**src/hw/rtl/cvgc_pkg.sv**
```systemverilog
`default_nettype none
// ----------------------------------------------------------------------------
// cvgc_pkg
// Types, constants and CRC-15 helpers shared by the cell voltage group checker.
// ----------------------------------------------------------------------------
package cvgc_pkg;

    localparam int unsigned REGISTER_GROUPS = 4;
    localparam int unsigned CELLS_PER_GROUP = 3;
    localparam int unsigned CELL_SLOTS      = 12;

    localparam logic [15:0] PEC_SEED = 16'd16;
    localparam logic [15:0] PEC_POLY = 16'h4599;

    // configuration register indexes
    localparam logic [1:0] CFG_CELLS_PRESENT = 2'd0;
    localparam logic [1:0] CFG_WARN_VOLTAGE  = 2'd1;
    localparam logic [1:0] CFG_MIN_VOLTAGE   = 2'd2;
    localparam logic [1:0] CFG_MAX_VOLTAGE   = 2'd3;

    localparam logic [11:0] RST_CELLS_PRESENT = 12'd4095;
    localparam logic [15:0] RST_WARN_VOLTAGE  = 16'd32000;
    localparam logic [15:0] RST_MIN_VOLTAGE   = 16'd30000;
    localparam logic [15:0] RST_MAX_VOLTAGE   = 16'd42000;

    typedef logic [15:0] t_code;

    // one classified register group, as queued between front and back
    typedef struct packed {
        logic                       group_zero;
        logic                       pec_ok;
        logic [CELLS_PER_GROUP-1:0] present;
        t_code                      code_a;
        t_code                      code_b;
        t_code                      code_c;
    } t_entry;

    // thresholds for the voltage compares
    typedef struct packed {
        t_code warn;
        t_code vmin;
        t_code vmax;
    } t_limits;

    typedef struct packed {
        logic       cell_valid;
        logic [3:0] cell_index;
        t_code      cell_voltage;
        logic       low_warning;
        logic       under_voltage;
        logic       over_voltage;
        logic       pec_error;
        logic       last;
    } t_result;

    function automatic logic [15:0] pec_entry(input logic [7:0] a);
        logic [15:0] r;
        r = {1'b0, a, 7'b0};
        for (int b = 0; b < 8; b++) begin
            if (r[14]) begin
                r = {r[14:0], 1'b0} ^ PEC_POLY;
            end else begin
                r = {r[14:0], 1'b0};
            end
        end
        return r;
    endfunction

    function automatic logic [15:0] pec_byte(input logic [15:0] rem, input logic [7:0] data);
        logic [7:0] addr;
        addr = rem[14:7] ^ data;
        return {rem[7:0], 8'h00} ^ pec_entry(addr);
    endfunction

    // one cell code, low byte first
    function automatic logic [15:0] pec_code(input logic [15:0] rem, input t_code code);
        return pec_byte(pec_byte(rem, code[7:0]), code[15:8]);
    endfunction

endpackage

`default_nettype wire

```
**src/hw/rtl/cvgc_front.sv**
```systemverilog
`default_nettype none
// ----------------------------------------------------------------------------
// cvgc_front
// Accepts register groups, runs the CRC-15 over three pipeline steps (one
// cell code each) and classifies slots as present.
// ----------------------------------------------------------------------------
module cvgc_front
    import cvgc_pkg::*;
(
    input  wire logic        i_clk,
    input  wire logic        i_rst_n,
    input  wire logic        i_valid,
    output logic             o_stall,
    input  wire logic [1:0]  i_group_number,
    input  wire t_code       i_cell_code_a,
    input  wire t_code       i_cell_code_b,
    input  wire t_code       i_cell_code_c,
    input  wire t_code       i_pec_received,
    input  wire logic [11:0] i_cells_present,
    input  wire logic        i_queue_full,
    output logic             o_push,
    output t_entry           o_entry
);

    typedef struct packed {
        t_entry      e;
        t_code       pec;
        logic [15:0] rem;
    } t_work;

    logic  r_v1, r_v2;
    t_work r_s1, r_s2;
    t_work n_s1, n_s2;
    logic  accept, adv2;
    logic [CELLS_PER_GROUP-1:0] present;
    logic [15:0] rem_final;

    always_comb begin
        logic [3:0] idx;
        for (int c = 0; c < CELLS_PER_GROUP; c++) begin
            idx = 4'(i_group_number * CELLS_PER_GROUP + c);
            present[c] = (32'(i_group_number) < REGISTER_GROUPS) &&
                         (32'(idx) < CELL_SLOTS) && i_cells_present[idx];
        end
    end

    assign o_push  = r_v2 && !i_queue_full;
    assign adv2    = r_v1 && (!r_v2 || o_push);
    assign o_stall = r_v1 && r_v2 && i_queue_full;
    assign accept  = i_valid && !o_stall;

    always_comb begin
        n_s1.e.group_zero = (i_group_number == 2'd0);
        n_s1.e.pec_ok     = 1'b0;
        n_s1.e.present    = present;
        n_s1.e.code_a     = i_cell_code_a;
        n_s1.e.code_b     = i_cell_code_b;
        n_s1.e.code_c     = i_cell_code_c;
        n_s1.pec          = i_pec_received;
        n_s1.rem          = pec_code(PEC_SEED, i_cell_code_a);

        n_s2     = r_s1;
        n_s2.rem = pec_code(r_s1.rem, r_s1.e.code_b);

        rem_final      = pec_code(r_s2.rem, r_s2.e.code_c);
        o_entry        = r_s2.e;
        o_entry.pec_ok = ({rem_final[14:0], 1'b0} == r_s2.pec);
    end

    always_ff @(posedge i_clk) begin
        if (!i_rst_n) begin
            r_v1 <= 1'b0;
            r_v2 <= 1'b0;
        end else begin
            if (accept) begin
                r_v1 <= 1'b1;
            end else if (adv2) begin
                r_v1 <= 1'b0;
            end
            if (adv2) begin
                r_v2 <= 1'b1;
            end else if (o_push) begin
                r_v2 <= 1'b0;
            end
        end
        if (accept) begin
            r_s1 <= n_s1;
        end
        if (adv2) begin
            r_s2 <= n_s2;
        end
    end

endmodule

`default_nettype wire

```
**src/hw/rtl/cvgc_queue.sv**
```systemverilog
`default_nettype none
// ----------------------------------------------------------------------------
// cvgc_queue
// Short register queue of classified groups between front and back.
// ----------------------------------------------------------------------------
module cvgc_queue
    import cvgc_pkg::*;
#(
    parameter int unsigned DEPTH = 2
) (
    input  wire logic   i_clk,
    input  wire logic   i_rst_n,
    input  wire logic   i_push,
    input  wire t_entry i_entry,
    input  wire logic   i_pop,
    output logic        o_full,
    output logic        o_nonempty,
    output t_entry      o_head
);

    localparam int unsigned PW = $clog2(DEPTH);
    localparam int unsigned CW = $clog2(DEPTH + 1);

    t_entry          r_mem [DEPTH];
    logic [PW-1:0]   r_wr, r_rd;
    logic [CW-1:0]   r_count;

    function automatic logic [PW-1:0] ptr_inc(input logic [PW-1:0] p);
        return (p == PW'(DEPTH - 1)) ? '0 : PW'(p + 1'b1);
    endfunction

    assign o_full     = (r_count == CW'(DEPTH));
    assign o_nonempty = (r_count != '0);
    assign o_head     = r_mem[r_rd];

    always_ff @(posedge i_clk) begin
        if (!i_rst_n) begin
            r_wr    <= '0;
            r_rd    <= '0;
            r_count <= '0;
        end else begin
            if (i_push) begin
                r_wr <= ptr_inc(r_wr);
            end
            if (i_pop) begin
                r_rd <= ptr_inc(r_rd);
            end
            if (i_push && !i_pop) begin
                r_count <= CW'(r_count + 1'b1);
            end else if (i_pop && !i_push) begin
                r_count <= CW'(r_count - 1'b1);
            end
        end
        if (i_push) begin
            r_mem[r_wr] <= i_entry;
        end
    end

endmodule

`default_nettype wire

```
**src/hw/rtl/cvgc_back.sv**
```systemverilog
`default_nettype none
// ----------------------------------------------------------------------------
// cvgc_back
// Walks the present slots of the queue head, one result per cycle when not
// stalled, keeps the running cell index and drives the output register.
// ----------------------------------------------------------------------------
module cvgc_back
    import cvgc_pkg::*;
(
    input  wire logic    i_clk,
    input  wire logic    i_rst_n,
    input  wire logic    i_head_valid,
    input  wire t_entry  i_head,
    input  wire t_limits i_limits,
    input  wire logic    i_stall,
    output logic         o_pop,
    output logic         o_valid,
    output t_result      o_result
);

    logic [CELLS_PER_GROUP-1:0] r_done, n_done;
    logic                       r_started, n_started;
    logic [3:0]                 r_count, n_count;
    logic                       r_ovalid, n_ovalid;
    t_result                    r_res, n_res;

    logic [CELLS_PER_GROUP-1:0] rem, sel;
    logic [3:0]                 base;
    logic                       out_ready;
    t_code                      volt;

    always_comb begin
        rem       = i_head.present & ~r_done;
        sel       = rem & CELLS_PER_GROUP'(~rem + 1'b1);
        base      = (!r_started && i_head.group_zero) ? 4'd0 : r_count;
        out_ready = !r_ovalid || !i_stall;

        if (sel[0]) begin
            volt = i_head.code_a;
        end else if (sel[1]) begin
            volt = i_head.code_b;
        end else begin
            volt = i_head.code_c;
        end

        n_done    = r_done;
        n_started = r_started;
        n_count   = r_count;
        n_ovalid  = r_ovalid && i_stall;
        n_res     = r_res;
        o_pop     = 1'b0;

        if (i_head_valid && out_ready) begin
            if (!i_head.pec_ok) begin
                n_ovalid             = 1'b1;
                n_res.cell_valid     = 1'b0;
                n_res.cell_index     = base;
                n_res.cell_voltage   = '0;
                n_res.low_warning    = 1'b0;
                n_res.under_voltage  = 1'b0;
                n_res.over_voltage   = 1'b0;
                n_res.pec_error      = 1'b1;
                n_res.last           = 1'b1;
                n_count              = base;
                o_pop                = 1'b1;
            end else if (rem == '0) begin
                // no wired cell in this group: drop it, restart the index on group zero
                n_count = base;
                o_pop   = 1'b1;
            end else begin
                n_ovalid             = 1'b1;
                n_res.cell_valid     = 1'b1;
                n_res.cell_index     = base;
                n_res.cell_voltage   = volt;
                n_res.low_warning    = (volt < i_limits.warn);
                n_res.under_voltage  = (volt < i_limits.vmin);
                n_res.over_voltage   = (volt > i_limits.vmax);
                n_res.pec_error      = 1'b0;
                n_res.last           = ((rem & ~sel) == '0);
                n_count              = 4'(base + 1'b1);
                n_done               = r_done | sel;
                n_started            = 1'b1;
                o_pop                = n_res.last;
            end
            if (o_pop) begin
                n_done    = '0;
                n_started = 1'b0;
            end
        end
    end

    assign o_valid  = r_ovalid;
    assign o_result = r_res;

    always_ff @(posedge i_clk) begin
        if (!i_rst_n) begin
            r_done    <= '0;
            r_started <= 1'b0;
            r_count   <= '0;
            r_ovalid  <= 1'b0;
        end else begin
            r_done    <= n_done;
            r_started <= n_started;
            r_count   <= n_count;
            r_ovalid  <= n_ovalid;
        end
        r_res <= n_res;
    end

endmodule

`default_nettype wire

```
**src/hw/rtl/cell_voltage_group_checker_core.sv**
```systemverilog
`default_nettype none
// ----------------------------------------------------------------------------
// cell_voltage_group_checker_core
// Checks the CRC-15 PEC of a received cell-voltage register group and reports
// each wired cell with its running index and threshold flags.
// ----------------------------------------------------------------------------
// channel   direction  handshake                      payload
// input     in         i_valid / o_stall              group number, 3 codes, PEC
// result    out        o_valid / i_stall              cell fields, pec_error, last
// config    in         i_cfg_valid / o_cfg_ready      i_cfg_index, i_cfg_data
//
// A group passes three front pipeline steps (one cell code of CRC each) and
// the queue, then the back emits one result per cycle while the result side
// is not stalled, one per wired cell or a single PEC error result; a new
// group can be taken every cycle while the queue has room. Reset clears the
// pipeline, queue and running index and loads the reset configuration.
// A stall on the result side holds the output register and backs up the queue.
// ----------------------------------------------------------------------------
module cell_voltage_group_checker_core
    import cvgc_pkg::*;
#(
    parameter int unsigned QUEUE_DEPTH = 2
) (
    input  wire logic        i_clk,
    input  wire logic        i_rst_n,
    input  wire logic        i_valid,
    output logic             o_stall,
    input  wire logic [1:0]  i_group_number,
    input  wire logic [15:0] i_cell_code_a,
    input  wire logic [15:0] i_cell_code_b,
    input  wire logic [15:0] i_cell_code_c,
    input  wire logic [15:0] i_pec_received,
    output logic             o_valid,
    input  wire logic        i_stall,
    output logic             o_cell_valid,
    output logic [3:0]       o_cell_index,
    output logic [15:0]      o_cell_voltage,
    output logic             o_low_warning,
    output logic             o_under_voltage,
    output logic             o_over_voltage,
    output logic             o_pec_error,
    output logic             o_last,
    input  wire logic        i_cfg_valid,
    output logic             o_cfg_ready,
    input  wire logic [1:0]  i_cfg_index,
    input  wire logic [15:0] i_cfg_data
);

    logic [11:0] r_cells_present;
    t_limits     r_limits;

    logic    push, pop, full, nonempty;
    t_entry  entry, head;
    t_result result;

    assign o_cfg_ready = 1'b1;

    always_ff @(posedge i_clk) begin
        if (!i_rst_n) begin
            r_cells_present <= RST_CELLS_PRESENT;
            r_limits.warn   <= RST_WARN_VOLTAGE;
            r_limits.vmin   <= RST_MIN_VOLTAGE;
            r_limits.vmax   <= RST_MAX_VOLTAGE;
        end else if (i_cfg_valid && o_cfg_ready) begin
            case (i_cfg_index)
                CFG_CELLS_PRESENT: r_cells_present <= i_cfg_data[11:0];
                CFG_WARN_VOLTAGE:  r_limits.warn   <= i_cfg_data;
                CFG_MIN_VOLTAGE:   r_limits.vmin   <= i_cfg_data;
                CFG_MAX_VOLTAGE:   r_limits.vmax   <= i_cfg_data;
                default: ;
            endcase
        end
    end

    cvgc_front u_front (
        .i_clk           (i_clk),
        .i_rst_n         (i_rst_n),
        .i_valid         (i_valid),
        .o_stall         (o_stall),
        .i_group_number  (i_group_number),
        .i_cell_code_a   (i_cell_code_a),
        .i_cell_code_b   (i_cell_code_b),
        .i_cell_code_c   (i_cell_code_c),
        .i_pec_received  (i_pec_received),
        .i_cells_present (r_cells_present),
        .i_queue_full    (full),
        .o_push          (push),
        .o_entry         (entry)
    );

    cvgc_queue #(
        .DEPTH (QUEUE_DEPTH)
    ) u_queue (
        .i_clk      (i_clk),
        .i_rst_n    (i_rst_n),
        .i_push     (push),
        .i_entry    (entry),
        .i_pop      (pop),
        .o_full     (full),
        .o_nonempty (nonempty),
        .o_head     (head)
    );

    cvgc_back u_back (
        .i_clk        (i_clk),
        .i_rst_n      (i_rst_n),
        .i_head_valid (nonempty),
        .i_head       (head),
        .i_limits     (r_limits),
        .i_stall      (i_stall),
        .o_pop        (pop),
        .o_valid      (o_valid),
        .o_result     (result)
    );

    assign o_cell_valid    = result.cell_valid;
    assign o_cell_index    = result.cell_index;
    assign o_cell_voltage  = result.cell_voltage;
    assign o_low_warning   = result.low_warning;
    assign o_under_voltage = result.under_voltage;
    assign o_over_voltage  = result.over_voltage;
    assign o_pec_error     = result.pec_error;
    assign o_last          = result.last;

endmodule

`default_nettype wire

```
**config.mk**
```make
export PLATFORM = sky130hd
export DESIGN_NAME = cell_voltage_group_checker_core
export DESIGN_NICKNAME = d
export VERILOG_FILES = /design/src/hw/rtl/cvgc_pkg.sv /design/src/hw/rtl/cvgc_front.sv /design/src/hw/rtl/cvgc_queue.sv /design/src/hw/rtl/cvgc_back.sv /design/src/hw/rtl/cell_voltage_group_checker_core.sv
export SDC_FILE = /design/constraint.sdc
export NUM_CORES = 1
export LEC_CHECK = 0
export BUFFER_PORTS_ARGS = -buffer_cell sky130_fd_sc_hd__clkbuf_2
export CAP_MARGIN = 20
export CORE_ASPECT_RATIO = 1.25
export CORE_MARGIN = 2
export CORE_UTILIZATION = 55
export CTS_CLUSTER_SIZE = 28
export DETAILED_ROUTE_END_ITERATION = 16
export PLACE_DENSITY_LB_ADDON = 0.3
export SYNTH_ARGS = -nofsm -noshare
export SYNTH_HDL_FRONTEND = slang
export SYNTH_SLANG_ARGS = --single-unit
```
**constraint.sdc**
```tcl
create_clock -name i_clk -period 4.94 [get_ports i_clk]
set_input_delay 0.988 -clock i_clk [delete_from_list [all_inputs] [get_ports i_clk]]
set_output_delay 0.988 -clock i_clk [all_outputs]
set_load 0.01 [all_outputs]
```
==> flow_summary.yaml, run 1 <==
cells_and_area:
  area.growth.synth_to_final_pct: 13.89
  filler_cell_count: 2244
  final_layout_size_suffix_gt1_share_pct: 16.90
  area_of_the_multi_input_gates_sq_um: 6006
  nNetsFinal: 1489
  area.sequential_sq_um: 10470
  antenna-diode-count: 0
  final_core_utilization_pct: 63.64
timing:
  period_share_pct: 78.71
  worst-slew-pin-transition_ns: 0.9197
  maxSlewHeadroom_pct: 38.04
  finalSetupTns_ns: 0
  layout_min_cycle_time_ns: 3.888
  timing.fmax_mhz: 257.2
  grt_setup_unrepaired: "no"
  slew_violations: 0
  setup_violations: 0
  hold_viol_final: 0
  finalClockSkew_ns: 0.01051
worst_hold_path:
  worst_hold_path_type: "reg -> reg"
  worstHoldPathCells: 0
clock_network:
  clockRootBuffer: "sky130_fd_sc_hd__clkbuf_16"
  cts-buffers-inserted: 38
  holdBufCountCts: 0
  clkTransAtPathRegs_ns: 0.06
  cts.path.max_buffers: 3
  cts_htree_levels: 2
  cts.repair_timing.setup_buffer_count: 0
  clkSinkCount: 374
  cts_tree: "done"
  postCtsResizedCells: 0
  clk_latency_ns: 0.52
global_routing:
  globalRouteTotalUtil_pct: 20.94
  antenna_found_initial: 0
  grt_overflow: 0
  first_pass_grt_wire_length_mm: 50.93
  grt_max_degree: 84
  grt_pass1_vias: 9316
logic_synthesis:
  synth-edff-count: 298
  ys_async_sr_fraction_pct: 0
  post_synth.cell_area_avg_sq_um: 13.79
  netlist-cell-type-count: 57
  ys_ff_latch: 374
  yosysWarnings: 0
  synth_fp_nets: 1363
  sequential_to_total_area_share_from_yosys_stat_pct: 62.22
  netlist_area_sq_um: 16830
  synthCells: 1220
  ys.flop_type: "sky130_fd_sc_hd__edfxtp_1"
worst_setup_path:
  cp_slowest_cell: "sky130_fd_sc_hd__or2_1"
  worst_path_largest_cell_delay_ns: 0.51
  critical_path.n_buffers_inverters: 1
  crit_path_frequent_cell: "sky130_fd_sc_hd__o21a_1"
  cp.depth: 13
  cpLargestDelayFamily: "compound AO/OA/AOI/OAI gates"
  path_max_fanout: 36
  crit_arrival_ns: 4.14
  critical_path.endpoint_type: "register"
  timing.critical_path.cells: "buf_4 -> mux2i_1 -> or2_1 -> mux4_2 -> ha_1 -> a21oi_1 -> o22ai_1 -> o21a_1 -> o21a_1 -> o21a_1 -> o21a_1 -> o21ai_0 -> a21oi_1"
  setup.worst_path.class: "reg -> reg"
  crit_path_start_kind: "register"
  reg2regPathDepth: 13
  critical_path_required_ns: 5.19
placed_design:
  gp_congestion: 0.9158
  port_buffers: 116
  detailed_placer_s_ending_hpwl_mm: 24.08
drt:
  detailedRoute.firstPassIterationCount: 7
  drt_first_iter_violations: 696
  met2_length_mm: 16.80
  ant_nets: 0
  met3_wl_mm: 1.392
  dr.max_layer_used: "met4"
  wire_per_inst_um: 18.60
  totalWireLength_mm: 33.00
  drt-met1-wl_mm: 13.29
  via_per_inst: 5.300
  route.vias.total: 9402
  remaining_drc_errors: 0
die:
  floorplan.die.height_um: 199.6
  die_x_um: 160.5
  die_area_sq_um: 32020
  fp.coreArea_sq_um: 30120
  fp-row-count: 71
  io_pins: 118
  initial_utilization_pct: 55.88
flow_run:
  drv_cap: 0
outcome:
  run_status: "finished clean"
## metrics by stage
stage | area (sq um) | hold slack, ns | setup slack, ns | std cells
final | 19170 | 0.4147 | 1.052 | 1774
after global routing | 19170 | 0.4234 | 0.7254 | 1774
after CTS | 19130 | 0.4176 | 1.087 | 1772
after detailed placement | 17880 | 0.4045 | 1.056 | 1705
after global placement | 17880 | 0.4024 | 1.106 | 1705
after floorplan | 16830 | 0.4003 | 0.1555 | 1220
## sequential cells by signal (all words and copies together), names as in the netlist, 3 cells and up, named ones only
register and cells:
u_front.o_entry 52, u_front.r_s2 31, u_front.n_s2 68, r_cells_present 12, u_back.r_done 3, r_limits 48
u_front.r_s1 15, u_back.o_result 26, u_queue.r_mem 106, u_back.r_count 4
## worst paths after layout
path	startpoint	slack, ns	to
max	register	1.05	u_back.o_result[2]$_SDFFCE_PN0P_
max reg2reg	register	1.05	u_back.o_result[2]$_SDFFCE_PN0P_
min reg2reg	u_front.n_s2[16]$_DFFE_PP_	0.41	u_front.r_s2[16]$_DFFE_PP_
min	u_front.n_s2[16]$_DFFE_PP_	0.41	u_front.r_s2[16]$_DFFE_PP_
## metal layers
metal  track usage, %  up-vias
met5                0        -
met4            9.710        0
met3            2.989       74
met2            37.12      259
met1            25.45     4499
li1                 -     4570
## Yosys cell counts (6+ instances only)
master / n / area [sq um]
sky130_fd_sc_hd__inv_1: 58 / 217.7
sky130_fd_sc_hd__a21oi_1: 30 / 150.1
sky130_fd_sc_hd__and3_1: 8 / 50.05
sky130_fd_sc_hd__edfxtp_1: 298 / 8949
sky130_fd_sc_hd__nand3_1: 18 / 90.09
sky130_fd_sc_hd__clkbuf_1: 36 / 135.1
sky130_fd_sc_hd__mux4_2: 6 / 135.1
sky130_fd_sc_hd__a21boi_0: 33 / 247.7
sky130_fd_sc_hd__nor2_1: 42 / 157.7
sky130_fd_sc_hd__nand4_1: 8 / 50.05
sky130_fd_sc_hd__xnor2_2: 13 / 211.5
sky130_fd_sc_hd__nor2b_1: 9 / 56.30
sky130_fd_sc_hd__o211ai_1: 33 / 247.7
sky130_fd_sc_hd__xor2_1: 49 / 429.2
sky130_fd_sc_hd__a21o_1: 11 / 82.58
sky130_fd_sc_hd__o21a_1: 12 / 90.09
sky130_fd_sc_hd__and2_1: 24 / 150.1
sky130_fd_sc_hd__xnor2_1: 132 / 1156
sky130_fd_sc_hd__xnor3_1: 10 / 225.2
sky130_fd_sc_hd__nand2_1: 131 / 491.7
sky130_fd_sc_hd__o21ai_0: 23 / 115.1
sky130_fd_sc_hd__ha_1: 54 / 675.7
sky130_fd_sc_hd__dfxtp_1: 76 / 1521
sky130_fd_sc_hd__mux2i_1: 39 / 390.4
## cell families after synthesis
kind of cell             synth area share (%)
adder cells (fa/ha/maj)                 4.074
buffers and inverters                   2.283
other                                 0.02228
multiplexers                            3.457
AO/OA/AOI/OAI                           6.305
AND/OR/NAND/NOR                         6.892
flip-flops                              62.22
XOR/XNOR                                14.75
## cell usage in the layout (no fill, tap or decap), types with 8 or more instances in the layout
master                      instances
sky130_fd_sc_hd__a21o_1            11
sky130_fd_sc_hd__clkinv_2           8
sky130_fd_sc_hd__clkbuf_2         116
sky130_fd_sc_hd__nand3_1           18
sky130_fd_sc_hd__dfxtp_1           76
sky130_fd_sc_hd__nor2_1            40
sky130_fd_sc_hd__o21a_1            12
sky130_fd_sc_hd__a21boi_0          33
sky130_fd_sc_hd__o21ai_0           23
sky130_fd_sc_hd__xnor2_2           13
sky130_fd_sc_hd__and2_1            24
sky130_fd_sc_hd__buf_4              8
sky130_fd_sc_hd__edfxtp_1         298
sky130_fd_sc_hd__mux2i_1           39
sky130_fd_sc_hd__ha_1              54
sky130_fd_sc_hd__clkbuf_16         39
sky130_fd_sc_hd__xnor3_1           10
sky130_fd_sc_hd__a21oi_1           30
sky130_fd_sc_hd__inv_1             58
sky130_fd_sc_hd__o211ai_1          33
sky130_fd_sc_hd__xnor2_1          132
sky130_fd_sc_hd__nand2_1          131
sky130_fd_sc_hd__nand4_1            8
sky130_fd_sc_hd__xor2_1            49
## area by class of cell
type | instances | area share, %
Clock inverter | 20 | 1.208
Tap cell | 401 | 2.618
Multi-Input combinational cell | 746 | 31.34
Inverter | 58 | 1.136
Clock buffer | 47 | 5.353
Sequential cell | 374 | 54.63
Timing Repair Buffer | 128 | 3.721
Power of run 1 is left out: the tool's default activity adds up to more than one toggle a clock period on the data nets, which glitch-free logic cannot reach.
==> run 2: changes to the inputs <==
--- a/config.mk
+++ b/config.mk
@@ -9,7 +9,7 @@
 export CAP_MARGIN = 20
 export CORE_ASPECT_RATIO = 1.25
 export CORE_MARGIN = 2
-export CORE_UTILIZATION = 55
+export CORE_UTILIZATION = 60
 export CTS_CLUSTER_SIZE = 28
 export DETAILED_ROUTE_END_ITERATION = 16
 export PLACE_DENSITY_LB_ADDON = 0.3
==> constraint.sdc (replaced) <==
create_clock -name i_clk -period 3.75 [get_ports i_clk]
set_input_delay 0.75 -clock i_clk [delete_from_list [all_inputs] [get_ports i_clk]]
set_output_delay 0.75 -clock i_clk [all_outputs]
set_load 0.01 [all_outputs]
==> flow_summary.yaml, run 2 (same netlist as run 1, synthesis figures left out) <==
outcome:
  run_status: "finished clean"
flow_run:
  drv_cap: 0
timing:
  finalClockSkew_ns: 0.01625
  period_share_pct: 93.98
  grt_setup_unrepaired: "no"
  hold_viol_final: 0
  maxSlewHeadroom_pct: 24.96
  post-route-worst-setup-slack_ns: 0.2258
  timing.fmax_mhz: 283.8
  finalSetupTns_ns: 0
  slew_violations: 0
  worst-slew-pin-transition_ns: 1.123
  setup_violations: 0
  layout_min_cycle_time_ns: 3.524
global_routing:
  antenna_found_initial: 0
  first_pass_grt_wire_length_mm: 51.89
  grt_pass1_vias: 9770
  grt_max_degree: 53
  globalRouteTotalUtil_pct: 23.00
  grt_overflow: 0
worst_setup_path:
  critical_path.endpoint_type: "register"
  reg2regPathDepth: 13
  crit_path_start_kind: "register"
  setup.worst_path.class: "reg -> reg"
  path_max_fanout: 4
  crit_arrival_ns: 3.78
  critical_path_required_ns: 4.00
cells_and_area:
  nNetsFinal: 1512
  antenna-diode-count: 0
  filler_cell_count: 1909
  area.sequential_sq_um: 10470
  area.growth.synth_to_final_pct: 13.96
  area_of_the_multi_input_gates_sq_um: 6006
  mostFrequentLayoutCells: "sky130_fd_sc_hd__edfxtp_1, sky130_fd_sc_hd__xnor2_1, sky130_fd_sc_hd__nand2_1"
  flip_flop_count_of_the_largest_register_all_copies_and_words_added: 106
  final_layout_size_suffix_gt1_share_pct: 18.23
  registers.top_by_ff_count: "u_queue.r_mem"
  layout.cells.most_common: "sky130_fd_sc_hd__edfxtp_1"
drt:
  route.vias.total: 9526
  ant_nets: 0
  remaining_drc_errors: 0
  wire_per_inst_um: 18.78
  detailedRoute.firstPassIterationCount: 5
  drt_first_iter_violations: 536
  via_per_inst: 5.465
  totalWireLength_mm: 32.74
placed_design:
  gp_congestion: 0.8772
  place_ws_ns: 0.3181
  detailed_placer_s_ending_hpwl_mm: 24.02
  port_buffers: 116
clock_network:
  clkSinkCount: 374
  cts-buffers-inserted: 36
  cts.path.max_buffers: 3
  cts_tree: "done"
  clk_latency_ns: 0.51
  cts_htree_levels: 2
  holdBufCountCts: 0
  clkTransAtPathRegs_ns: 0.06
  clockRootBuffer: "sky130_fd_sc_hd__clkbuf_16"
worst_hold_path:
  worst_hold_path_type: "in -> reg"
  worstHoldPathCells: 1
die:
  die_x_um: 153.8
  die_area_sq_um: 29410
  fp-row-count: 68
  io_pins: 118
  initial_utilization_pct: 61.05
  fp.coreArea_sq_um: 27570
  floorplan.die.height_um: 191.2
[run 2: cell count changes in the layout (fill, tap and decap cells not counted), sizes merged]
cell | before | now
buf | 12 | 37
bufinv | 5 | 4
inv | 59 | 58
clkbuf | 163 | 160
[run 2: layer usage]
metal | share of wire (%) | vias to the layer above | wire [um] | GRT usage (%)
li1 | - | 4615 | - | -
met1 | 39 | 4562 | 12930 | 27.79
met2 | 51 | 261 | 16610 | 40.36
met3 | 5.0 | 88 | 1643 | 3.922
met4 | 4.7 | 0 | 1550 | 10.80
met5 | 0 | - | 0 | 0
[run 2: final cells by class]
cell class / instances / share of cell area [%]
clock buffers: 44 / 5.122
inverters: 58 / 1.135
clock inverters: 18 / 1.005
multi-input cells: 746 / 31.32
repair buffers: 153 / 4.541
flip-flops and latches: 374 / 54.60
well taps: 350 / 2.284
[run 2: path summary, 6_finish.rpt]
path / end / slack [ns] / from
setup / recovery: u_back.o_result[2]$_SDFFCE_PN0P_ / 0.23 / register
hold / removal: u_front.n_s2[57]$_DFFE_PP_ / 0.41 / i_cell_code_b[9]
setup reg to reg: u_back.o_result[2]$_SDFFCE_PN0P_ / 0.23 / register
hold reg to reg: u_front.o_entry[6]$_DFFE_PP_ / 0.41 / u_front.n_s2[38]$_DFFE_PP_
[run 2: worst max-delay path, stage by stage, from the launching register on]
cell and delay, ns:
sky130_fd_sc_hd__dfxtp_1 0.40, sky130_fd_sc_hd__mux2i_1 0.40, sky130_fd_sc_hd__nor2_4 0.08, sky130_fd_sc_hd__mux2_2 0.28, sky130_fd_sc_hd__mux4_2 0.56, sky130_fd_sc_hd__ha_1 0.34
sky130_fd_sc_hd__a21oi_1 0.16, sky130_fd_sc_hd__o22ai_1 0.10, sky130_fd_sc_hd__o21a_1 0.17, sky130_fd_sc_hd__o21a_1 0.17, sky130_fd_sc_hd__o21a_1 0.17, sky130_fd_sc_hd__o21a_1 0.16
sky130_fd_sc_hd__o21ai_0 0.19, sky130_fd_sc_hd__a21oi_1 0.09
[run 2: what timing repair did]
item                       in CTS  in global routing
setup buffers                   0                  0
setup endpoints to repair       0                  1
gates resized for setup         0                  1
[run 2: through the flow]
step,instance area [sq um],instances,util (%),hold WS (ns)
after global routing,19180,1743,69.57,0.3885
after global placement,18000,1681,65.31,0.4030
after floorplan,16830,1220,-,0.4003
after detailed placement,18000,1681,65.31,0.4045
after CTS,19180,1743,69.57,0.3896
final,19180,1743,69.57,0.4105
Power of run 2 is left out for the same reason.
